[src/frac_n_pll_divider_calc_assert.svh]
// Assertion macros used by the divider back end.
`ifndef FRAC_N_PLL_DIVIDER_CALC_ASSERT_SVH
`define FRAC_N_PLL_DIVIDER_CALC_ASSERT_SVH
`ifndef SYNTHESIS
// Checked on every clock edge outside reset.
`define FNPLL_ASSERT(lbl, prop, msg) \
    lbl: assert property (@(posedge aclk) disable iff (!aresetn) (prop)) else $error(msg);
// Checked on every clock edge, reset included.
`define FNPLL_ASSERT_ALWAYS(lbl, prop, msg) \
    lbl: assert property (@(posedge aclk) (prop)) else $error(msg);
`else
`define FNPLL_ASSERT(lbl, prop, msg)
`define FNPLL_ASSERT_ALWAYS(lbl, prop, msg)
`endif
`endif

[src/fnpll_pkg.sv]
// Types and constants of the fractional-N divider calculation.
`timescale 1ns / 1ps
package fnpll_pkg;
    localparam int TargetW = 33;
    localparam int RefW    = 27;
    localparam int VcoW    = 39;

    localparam logic [TargetW-1:0] BAND0 = 33'd2200000000;
    localparam logic [TargetW-1:0] BAND1 = 33'd1100000000;
    localparam logic [TargetW-1:0] BAND2 = 33'd550000000;
    localparam logic [TargetW-1:0] BAND3 = 33'd275000000;
    localparam logic [TargetW-1:0] BAND4 = 33'd137500000;
    localparam logic [TargetW-1:0] BAND5 = 33'd68750000;
    localparam logic [VcoW-1:0]    VCO_MIN = 39'd2200000000;
    localparam logic [VcoW-1:0]    VCO_MAX = 39'd4400000000;

    localparam logic [15:0] MODULUS      = 16'd15625;
    localparam logic [14:0] MODULUS_X2   = 15'd31250;
    localparam logic [TargetW-1:0] PRESC_LIMIT = 33'd75;
    localparam logic [TargetW-1:0] INT_MIN_89  = 33'd23;
    localparam logic [RefW-1:0] REF_RESET = 27'd25000000;

    localparam logic [5:0] DIV1_STEPS = 6'd33;
    localparam logic [5:0] DIV2_STEPS = 6'd15;

    // One classified request as it waits in the queue.
    typedef struct packed {
        logic                err;
        logic [2:0]          code;
        logic [TargetW-1:0]  vco;
    } fnpll_item_t;

    typedef enum logic [2:0] {
        ST_IDLE,
        ST_DIV1,
        ST_EVAL,
        ST_MUL,
        ST_DIV2,
        ST_FIN
    } fnpll_state_t;
endpackage

[src/fnpll_front.sv]
// Front end: accepts a target frequency, picks the output divider and checks the VCO range.
`timescale 1ns / 1ps
module fnpll_front (
    input  logic                         aclk,
    input  logic                         aresetn,
    input  logic                         s_tvalid,
    output logic                         s_tready,
    input  logic [fnpll_pkg::TargetW-1:0] target,
    output logic                         item_valid,
    input  logic                         item_ready,
    output fnpll_pkg::fnpll_item_t        item
);
    import fnpll_pkg::*;

    logic        valid_reg;
    fnpll_item_t item_reg;
    fnpll_item_t item_next;
    logic [VcoW-1:0] vco_wide;

    // Output divider from the frequency bands, then the VCO range check.
    always_comb begin
        if (target >= BAND0) begin
            item_next.code = 3'd0;
        end else if (target >= BAND1) begin
            item_next.code = 3'd1;
        end else if (target >= BAND2) begin
            item_next.code = 3'd2;
        end else if (target >= BAND3) begin
            item_next.code = 3'd3;
        end else if (target >= BAND4) begin
            item_next.code = 3'd4;
        end else if (target >= BAND5) begin
            item_next.code = 3'd5;
        end else begin
            item_next.code = 3'd6;
        end
        vco_wide = {6'd0, target} << item_next.code;
        item_next.err = (vco_wide < VCO_MIN) || (vco_wide > VCO_MAX);
        item_next.vco = vco_wide[TargetW-1:0];
    end

    assign s_tready   = !valid_reg || item_ready;
    assign item_valid = valid_reg;
    assign item       = item_reg;

    // Holding stage in front of the queue.
    always_ff @(posedge aclk) begin
        if (!aresetn) begin
            valid_reg <= 1'b0;
        end else if (s_tready) begin
            valid_reg <= s_tvalid;
        end
        if (s_tvalid && s_tready) begin
            item_reg <= item_next;
        end
    end
endmodule

[src/fnpll_queue.sv]
// Two-entry queue between the front end and the divider back end.
`timescale 1ns / 1ps
module fnpll_queue (
    input  logic                   aclk,
    input  logic                   aresetn,
    input  logic                   in_valid,
    output logic                   in_ready,
    input  fnpll_pkg::fnpll_item_t in_item,
    output logic                   out_valid,
    input  logic                   out_ready,
    output fnpll_pkg::fnpll_item_t out_item
);
    import fnpll_pkg::*;

    fnpll_item_t mem [2];
    logic        wr_ptr_reg;
    logic        rd_ptr_reg;
    logic [1:0]  count_reg;
    logic        push;
    logic        pop;

    assign in_ready  = (count_reg != 2'd2);
    assign out_valid = (count_reg != 2'd0);
    assign out_item  = mem[rd_ptr_reg];
    assign push      = in_valid && in_ready;
    assign pop       = out_valid && out_ready;

    // Entry storage.
    always_ff @(posedge aclk) begin
        if (push) begin
            mem[wr_ptr_reg] <= in_item;
        end
    end

    // Pointers and fill count.
    always_ff @(posedge aclk) begin
        if (!aresetn) begin
            wr_ptr_reg <= 1'b0;
            rd_ptr_reg <= 1'b0;
            count_reg  <= 2'd0;
        end else begin
            if (push) begin
                wr_ptr_reg <= !wr_ptr_reg;
            end
            if (pop) begin
                rd_ptr_reg <= !rd_ptr_reg;
            end
            count_reg <= count_reg + {1'b0, push} - {1'b0, pop};
        end
    end
endmodule

[src/fnpll_back.sv]
// Back end: divides the VCO frequency by the reference and forms INT and FRAC.
`timescale 1ns / 1ps
module fnpll_back (
    input  logic                         aclk,
    input  logic                         aresetn,
    input  logic [fnpll_pkg::RefW-1:0]    reference_hz,
    input  logic                         item_valid,
    output logic                         item_ready,
    input  fnpll_pkg::fnpll_item_t        item,
    output logic                         m_tvalid,
    input  logic                         m_tready,
    output logic                         status,
    output logic [2:0]                   out_div_code,
    output logic [15:0]                  int_value,
    output logic [13:0]                  frac_value,
    output logic                         prescaler_sel
);
    import fnpll_pkg::*;
`include "frac_n_pll_divider_calc_assert.svh"

    fnpll_state_t state_reg, state_next;
    logic [RefW-1:0]    ref_reg, ref_next;
    logic [RefW-1:0]    rem_reg, rem_next;
    logic [TargetW-1:0] dvd_reg, dvd_next;
    logic [TargetW-1:0] ratio_reg, ratio_next;
    logic [5:0]         cnt_reg, cnt_next;
    logic [2:0]         code_reg, code_next;
    logic               presc_reg, presc_next;

    logic               out_valid_reg, out_valid_next;
    logic               status_reg, status_next;
    logic [2:0]         div_code_reg, div_code_next;
    logic [15:0]        int_reg, int_next;
    logic [13:0]        frac_reg, frac_next;
    logic               psel_reg, psel_next;

    logic [RefW:0]      trial;
    logic               ge;
    logic [RefW:0]      diff;
    logic [41:0]        prod;
    logic [15:0]        frac_nearest;
    logic               out_free;

    // Restoring division step shared by both divisions, plus the MUL product and FRAC rounding.
    always_comb begin
        trial = {rem_reg, dvd_reg[TargetW-1]};
        ge    = (trial >= {1'b0, ref_reg});
        diff  = trial - {1'b0, ref_reg};
        prod  = {15'd0, rem_reg} * {27'd0, MODULUS_X2};
        frac_nearest = ({1'b0, dvd_reg[14:0]} + 16'd1) >> 1;
    end

    assign out_free   = !out_valid_reg || m_tready;
    assign item_ready = (state_reg == ST_IDLE) && out_free;

    // Sequencer.
    always_comb begin
        state_next     = state_reg;
        ref_next       = ref_reg;
        rem_next       = rem_reg;
        dvd_next       = dvd_reg;
        ratio_next     = ratio_reg;
        cnt_next       = cnt_reg;
        code_next      = code_reg;
        presc_next     = presc_reg;
        out_valid_next = out_valid_reg && !m_tready;
        status_next    = status_reg;
        div_code_next  = div_code_reg;
        int_next       = int_reg;
        frac_next      = frac_reg;
        psel_next      = psel_reg;
        case (state_reg)
            ST_IDLE: begin
                if (item_valid && out_free) begin
                    if (item.err) begin
                        out_valid_next = 1'b1;
                        status_next    = 1'b1;
                        div_code_next  = 3'd0;
                        int_next       = 16'd0;
                        frac_next      = 14'd0;
                        psel_next      = 1'b0;
                    end else begin
                        ref_next   = (reference_hz == '0) ? 27'd1 : reference_hz;
                        rem_next   = '0;
                        dvd_next   = item.vco;
                        code_next  = item.code;
                        cnt_next   = DIV1_STEPS;
                        state_next = ST_DIV1;
                    end
                end
            end
            ST_DIV1, ST_DIV2: begin
                rem_next = ge ? diff[RefW-1:0] : trial[RefW-1:0];
                dvd_next = {dvd_reg[TargetW-2:0], ge};
                cnt_next = cnt_reg - 6'd1;
                if (cnt_reg == 6'd1) begin
                    state_next = (state_reg == ST_DIV1) ? ST_EVAL : ST_FIN;
                end
            end
            ST_EVAL: begin
                ratio_next = dvd_reg;
                presc_next = (dvd_reg < PRESC_LIMIT);
                if (dvd_reg < INT_MIN_89) begin
                    // Clamped ratio on the 8/9 prescaler: no fraction.
                    out_valid_next = 1'b1;
                    status_next    = 1'b0;
                    div_code_next  = code_reg;
                    int_next       = INT_MIN_89[15:0];
                    frac_next      = 14'd0;
                    psel_next      = 1'b1;
                    state_next     = ST_IDLE;
                end else begin
                    state_next = ST_MUL;
                end
            end
            ST_MUL: begin
                // Scaled remainder; its quotient by the reference fits 15 bits.
                rem_next   = prod[41:15];
                dvd_next   = {prod[14:0], 18'd0};
                cnt_next   = DIV2_STEPS;
                state_next = ST_DIV2;
            end
            ST_FIN: begin
                out_valid_next = 1'b1;
                status_next    = 1'b0;
                div_code_next  = code_reg;
                psel_next      = presc_reg;
                if (frac_nearest >= MODULUS) begin
                    frac_next = 14'd0;
                    int_next  = ratio_reg[15:0] + 16'd1;
                end else begin
                    frac_next = frac_nearest[13:0];
                    int_next  = ratio_reg[15:0];
                end
                state_next = ST_IDLE;
            end
            default: begin
                state_next = ST_IDLE;
            end
        endcase
    end

    // Control registers.
    always_ff @(posedge aclk) begin
        if (!aresetn) begin
            state_reg     <= ST_IDLE;
            out_valid_reg <= 1'b0;
        end else begin
            state_reg     <= state_next;
            out_valid_reg <= out_valid_next;
        end
    end

    // Datapath and result registers.
    always_ff @(posedge aclk) begin
        ref_reg      <= ref_next;
        rem_reg      <= rem_next;
        dvd_reg      <= dvd_next;
        ratio_reg    <= ratio_next;
        cnt_reg      <= cnt_next;
        code_reg     <= code_next;
        presc_reg    <= presc_next;
        status_reg   <= status_next;
        div_code_reg <= div_code_next;
        int_reg      <= int_next;
        frac_reg     <= frac_next;
        psel_reg     <= psel_next;
    end

    assign m_tvalid      = out_valid_reg;
    assign status        = status_reg;
    assign out_div_code  = div_code_reg;
    assign int_value     = int_reg;
    assign frac_value    = frac_reg;
    assign prescaler_sel = psel_reg;

    // A new item is taken only with the sequencer idle.
    `FNPLL_ASSERT(a_pop_idle, (item_valid && item_ready) |-> (state_reg == ST_IDLE), "pop while busy")
    // Error results carry no settings.
    `FNPLL_ASSERT(a_err_zero, (out_valid_reg && status_reg) |-> (int_reg == 16'd0 && frac_reg == 14'd0 && !psel_reg && div_code_reg == 3'd0), "error result not cleared")
    // The fraction stays below the modulus.
    `FNPLL_ASSERT(a_frac_range, out_valid_reg |-> ({2'b0, frac_reg} < MODULUS), "fraction out of range")
    // While a calculation runs the result register is empty.
    `FNPLL_ASSERT(a_busy_empty, (state_reg != ST_IDLE) |-> !out_valid_reg, "result pending during calculation")
endmodule

[src/frac_n_pll_divider_calc.sv]
// Valid items go through a bit-serial divider, 33 steps plus 15 unless clamped, one item at a time;
// error items skip the divider and pass one per cycle while results are taken at once.
// The front stage and a two-entry queue keep accepting while the divider is busy, until they are full.
// Reset: synchronous, active low; reference_hz returns to 25000000 and the front stage and the queue empty.
`timescale 1ns / 1ps
// Top level of the fractional-N divider calculation.
module frac_n_pll_divider_calc (
    input  logic        aclk,
    input  logic        aresetn,
    input  logic        cfg_wr_en,
    input  logic [26:0] cfg_wr_data,   // reference_hz
    input  logic        s_tvalid,
    output logic        s_tready,
    input  logic [39:0] s_tdata,       // [32:0] target_hz, [39:33] zero
    output logic        m_tvalid,
    input  logic        m_tready,
    output logic [39:0] m_tdata        // [0] status, [3:1] out_div_code, [19:4] int_value,
                                       // [33:20] frac_value, [34] prescaler_sel, [39:35] zero
);
    import fnpll_pkg::*;

    logic [RefW-1:0] ref_reg;
    logic            f_valid, f_ready, q_valid, q_ready;
    fnpll_item_t     f_item, q_item;
    logic            status, psel;
    logic [2:0]      div_code;
    logic [15:0]     int_value;
    logic [13:0]     frac_value;

    // Reference frequency register.
    always_ff @(posedge aclk) begin
        if (!aresetn) begin
            ref_reg <= REF_RESET;
        end else if (cfg_wr_en) begin
            ref_reg <= cfg_wr_data;
        end
    end

    fnpll_front u_front (
        .aclk(aclk), .aresetn(aresetn),
        .s_tvalid(s_tvalid), .s_tready(s_tready), .target(s_tdata[TargetW-1:0]),
        .item_valid(f_valid), .item_ready(f_ready), .item(f_item)
    );

    fnpll_queue u_queue (
        .aclk(aclk), .aresetn(aresetn),
        .in_valid(f_valid), .in_ready(f_ready), .in_item(f_item),
        .out_valid(q_valid), .out_ready(q_ready), .out_item(q_item)
    );

    fnpll_back u_back (
        .aclk(aclk), .aresetn(aresetn), .reference_hz(ref_reg),
        .item_valid(q_valid), .item_ready(q_ready), .item(q_item),
        .m_tvalid(m_tvalid), .m_tready(m_tready),
        .status(status), .out_div_code(div_code), .int_value(int_value),
        .frac_value(frac_value), .prescaler_sel(psel)
    );

    assign m_tdata = {5'd0, psel, frac_value, int_value, div_code, status};
endmodule
[config.mk]
export PLATFORM = sky130hd
export DESIGN_NAME = frac_n_pll_divider_calc
export DESIGN_NICKNAME = d
export VERILOG_FILES = /design/src/fnpll_pkg.sv /design/src/fnpll_front.sv /design/src/fnpll_queue.sv /design/src/fnpll_back.sv /design/src/frac_n_pll_divider_calc.sv
export VERILOG_INCLUDE_DIRS = /design/src /design/src/src
export SDC_FILE = /design/constraint.sdc
export NUM_CORES = 1
export LEC_CHECK = 0
export BUFFER_PORTS_ARGS = -buffer_cell sky130_fd_sc_hd__buf_2
export CAP_MARGIN = 20
export CORE_UTILIZATION = 55
export DETAILED_ROUTE_END_ITERATION = 8
export PLACE_DENSITY = 0.71
export SYNTH_ARGS = -nofsm -noshare
export SYNTH_HDL_FRONTEND = slang
export SYNTH_SLANG_ARGS = --single-unit
[constraint.sdc]
create_clock -name aclk -period 16 [get_ports aclk]
set_input_delay 3.2 -clock aclk [delete_from_list [all_inputs] [get_ports aclk]]
set_output_delay 3.2 -clock aclk [all_outputs]
set_load 0.01 [all_outputs]
### Word-level counts from Yosys, hierarchy flattened

Memories as Yosys holds them, arrays and structs flattened. A register that Yosys moved wholly into a read port is not among the register bits.
Index checks and enable logic that the tools add are counted.

| cells by class | value |
|---|---|
| reduce and logical (&&, ||, !) cells | 24 |
| magnitude comparators | 12 |
| mux-type cells | 52 |
| shift operators | 1 |
| multiply operators | 1 |
| add/subtract/negate cells | 6 |
| equality and inequality tests | 12 |
| bitwise operators | 1 |

Operator list:

| operator | count |
|---|---|
| 33-bit one-hot mux with 3 select lines | 1 |
| 27-bit two-way mux | 3 |
| 27-bit one-hot mux with 3 select lines | 1 |
| 33-bit two-way mux | 2 |
| 16-bit two-way mux | 4 |
| 14-bit two-way mux | 4 |
| 16-bit one-hot mux with 3 select lines | 1 |
| 14-bit one-hot mux with 3 select lines | 1 |
| 27-bit by 14-bit multiplier with 41-bit output (second input constant) | 1 |
| 39-bit by 33-bit > comparator with 1-bit output (second input constant) | 1 |
| 39-bit by 32-bit less-than comparator with 1-bit output (second input constant) | 1 |
| 33-bit by 3-bit << shifter with 39-bit output | 1 |
| 3-bit two-way mux | 12 |
| 33-bit by 27-bit >= comparator with 1-bit output (second input constant) | 1 |
| 33-bit by 28-bit >= comparator with 1-bit output (second input constant) | 1 |
| 33-bit by 29-bit >= comparator with 1-bit output (second input constant) | 1 |
| 33-bit by 30-bit >= comparator with 1-bit output (second input constant) | 1 |
| 33-bit by 31-bit >= comparator with 1-bit output (second input constant) | 1 |
| 33-bit by 32-bit >= comparator with 1-bit output (second input constant) | 1 |
| 33-bit by 5-bit less-than comparator with 1-bit output (second input constant) | 1 |
| 33-bit by 7-bit less-than comparator with 1-bit output (second input constant) | 1 |
| 28-bit by 27-bit >= comparator with 1-bit output | 1 |
| 27-bit logical NOT | 1 |
| 27-bit subtractor | 1 |
| 29 further kinds | 65 |

| storage, ports and cells | value |
|---|---|
| memory bits (writable) | 74 |
| memories kept | 1 |
| flip-flop bits (word level) | 221 |
| output and inout port bits | 42 |
| input port bits | 72 |

Memory list:

| name | depth | bits a word | read ports | clocked after Yosys merged registers in | wr ports | RTL line | text |
|---|---|---|---|---|---|---|---|
| u_queue.mem | 2 | 37 | 1 | 1 | 1 | fnpll_queue.sv:15 | `fnpll_item_t mem [2];` |

### Logic depth before layout (Yosys ltp)

| logic depth | value |
|---|---|
| depth in word-level cells | 10 |
| depth in mapped cells | 25 |

### Cells and area by module

From an unflattened synthesis, not the netlist that was laid out.

| second synthesis, totals | value |
|---|---|
| cells, all modules | 2087 |
| area, all modules | 22039.9 µm² |

By module, submodules not included:

| module | instances | seq. area each (µm²) | area an instance (µm²) | cells an instance |
|---|---|---|---|---|
| fnpll_back | 1 | 4524.3 | 14522.7 | 1447 |
| fnpll_front | 1 | 1131.1 | 3513.4 | 401 |
| fnpll_queue | 1 | 2322.2 | 2947.8 | 145 |
| frac_n_pll_divider_calc | 1 | 540.5 | 1056.0 | 94 |

### Least setup slack after synthesis

Ideal clock, no wire load.

| timing | value |
|---|---|
| path kind | input to register |
| start point | input m_tready |
| end point | register u_back.cnt_reg[0], enable pin |
| setup slack | 7.904 ns |
| stages on the path | 4 |
| data arrival time | 7.701 ns |
| setup time | 0.395 ns |
| data required time | 15.605 ns |
| cells stage by stage | nand2b_1 > o21ai_0 > nor4_1 > or2_2 |

| between the ends | value |
|---|---|
| cells in the longest elaborated chain, start to end | 4 |

RTL lines:

| element | RTL line | text |
|---|---|---|
| start: declaration | frac_n_pll_divider_calc.sv:16 | `input logic m_tready,` |
| 1-bit logical OR | fnpll_back.sv:53 | `assign out_free = !out_valid_reg \|\| m_tready;` |
| 1-bit logical AND | fnpll_back.sv:74 | `if (item_valid && out_free) begin` |
| 2-bit inequality test (no line) | - |  |
| 3-bit AND reduction (no line) | - |  |
| end signal: assignment | fnpll_back.sv:160 | `cnt_reg <= cnt_next;` |
| end: declaration | fnpll_back.sv:26 | `logic [5:0] cnt_reg, cnt_next;` |

Every way passes these cells.
A chain may end at the register's enable or synchronous reset.

==> flow_metrics.tcl <==
set metrics [dict create \
    yosysUniqueCellTypes 83 \
    critPathRequiredTime_ns 16.26 \
    cts_tree "done" \
    cts_max_level 2 \
    boundaryPins 114 \
    setup.worst_path.start_class "input port" \
    via_per_inst 5.89 \
    layout.nets 2416 \
    tns_ns 0 \
    worst_slew_pin_slew_ns 0.964 \
    dr.pass1.iters 5 \
    status "finished clean" \
    n_antenna_cell 0 \
    gr-total-overflow 0 \
    drt_iter0_markers 1139 \
    slowest_delay_ns 0.58 \
    wl_per_cell_um 18.3 \
    max_freq_mhz 126 \
    crit_top_cell "or4_1" \
    routed_wl_um 47500 \
    r2r_slack_ns 8.19 \
    post_cts_buffers 0 \
    critPathArrivalTime_ns 8.22 \
    yosys_warnings 0 \
    critical_path_class "in -> reg" \
    maxSlewViolCount 0 \
    ys_seq_elements 296 \
    syn2layout_area_growth_pct 9.28 \
    drive_above_1_share 0.0977 \
    rows 71 \
    fp.dieW_um 199 \
    die_height_um 199 \
    place.gp.congestion 0.888 \
    yosysSeqAreaShare 0.400 \
    whs_path_depth 0 \
    synth_area_leader_cell "edfxtp_1" \
    crit_chain "buf_2 > or4_1 > nor3_1 > nand4bb_1 > and4_1 > o211ai_1 > nand2_2 > inv_2 > a21oi_1 > a2111o_1 > or4_1 > or4_1 > o41ai_2 > o21ai_1 > a221o_1" \
    dieArea_um2 39500 \
    ys.flop_type "edfxtp_1" \
    dpl.hpwl_um 35500 \
    io_buffers 101 \
    core_area_um2 37800 \
    final_hold_viol_count 0 \
    initial_core_util 0.563 \
    clkLatencyLatePin_ns 0.52 \
    period_needed_ns 7.96 \
    clock-skew-final_ns 0.0185 \
    hp-class "reg -> reg" \
    end_kind "register" \
    max_slew_margin 0.350 \
    reg2regPathDepth 19 \
    cts_resized 0 \
    postRouteAntennaNets 0 \
    rsz0062_at_grt "no" \
    ctsHoldBuffers 0 \
    cp_max_fo 21 \
    finish.utilization 0.615 \
    synthTopCellsByArea "edfxtp_1 37%, fa_1 10%, ha_1 10%" \
    largest_register_ffs 74 \
    fillers 3171 \
    finalSetupViolCount 0 \
    cp_slowest_cell "o211ai_1" \
    synth_edf_count 259 \
    grt_pass1_wl_um 77700 \
    clockRootBuffer "clkbuf_16" \
    grt_max_degree 61 \
    fin_crit_sh 0.498 \
    syn_inst 2029 \
    async_flop_share 0 \
    clock_path_buffers 3 \
    syn_area_um2 21300 \
    cts_inserted_buffers 34 \
    final_cell_mix "259 x edfxtp_1, 225 x inv_1, 171 x ha_1" \
    yosysTopAreaCellShare 0.365 \
    cts.clk_slew.worst_paths_ns 0.06 \
    antenna_found_initial 0 \
    synth.avg_cell_area_um2 10.5 \
    grtUsageTotal 0.247 \
    grt_pass1_vias 14900 \
    vias 15300 \
    drv_cap 0 \
    drcViolationCount 0 \
    mostFrequentLayoutCell "edfxtp_1" \
    clock_sinks 296 \
]
## logic make-up after synthesis
| group | synth area share |
|---|---|
| xor gates and xnor gates | 0.0325 |
| AOI/OAI and AO/OA | 0.132 |
| other | 0.000176 |
| adders and majority gates | 0.205 |
| DFF | 0.400 |
| buffers and inverters | 0.0641 |
| muxes | 0.0503 |
| and+or+nand+nor | 0.116 |
## path summary, 6_finish.rpt
path | to | startpoint
setup / recovery | u_front.item[36]$_DFFE_PP_ | s_tdata[17]
hold / removal | u_queue.mem[1][23]$_DFFE_PP_ | u_front.item[23]$_DFFE_PP_
setup reg to reg | u_back.rem_reg[26]$_DFFE_PP_ | u_back.rem_reg[0]$_DFFE_PP_
hold reg to reg | u_queue.mem[1][23]$_DFFE_PP_ | u_front.item[23]$_DFFE_PP_
## routing by layer
layer	track usage	routed length [um]
met3	0.0275	2900
met4	0.0481	572
met1	0.367	22200
met5	0	0
met2	0.393	21900
## critical path, delay by kind of cell
kind                   cells  cell delay [ns]
AO/OA/AOI/OAI              6             1.77
buffers and inverters      2             0.62
AND/OR/NAND/NOR            7             2.61
## area by class of cell
| type | instances | area [um^2] | share of cell area |
|---|---|---|---|
| Multi-Input combinational cell | 1386 | 11500 | 0.493 |
| Sequential cell | 296 | 8520 | 0.366 |
| Clock buffer | 46 | 948 | 0.0408 |
| Inverter | 228 | 856 | 0.0368 |
| Timing Repair Buffer | 116 | 663 | 0.0285 |
| Tap cell | 511 | 639 | 0.0275 |
| Clock inverter | 16 | 165 | 0.00710 |
## Yosys cell counts (16+ instances only)
cell,count
nor2_1,109
dfxtp_1,37
nor2b_1,32
nand4_1,20
xor2_1,37
o21ai_0,93
or3_1,19
o211ai_1,33
clkbuf_1,102
a21oi_1,84
and3_1,16
nor3_1,30
fa_1,111
ha_1,171
edfxtp_1,259
a21o_1,29
mux2i_1,90
xnor2_1,42
inv_1,225
nand2_1,131
o22ai_1,32
nor4_1,23
and2_1,18
nand3_1,36
## metrics by stage
stage,instance area (um^2),hold WS (ns),cells,worst slack [ns]
final,23300,0.439,2599,8.04
after CTS,23200,0.431,2598,8.08
after floorplan,21300,0.421,2033,7.90
after global routing,23300,0.443,2599,7.67
after detailed placement,22100,0.431,2536,7.55
after global placement,22100,0.423,2534,7.62
Power is not shown: default switching activity piles up to over one toggle a cycle in this logic, so the estimate is an artifact.
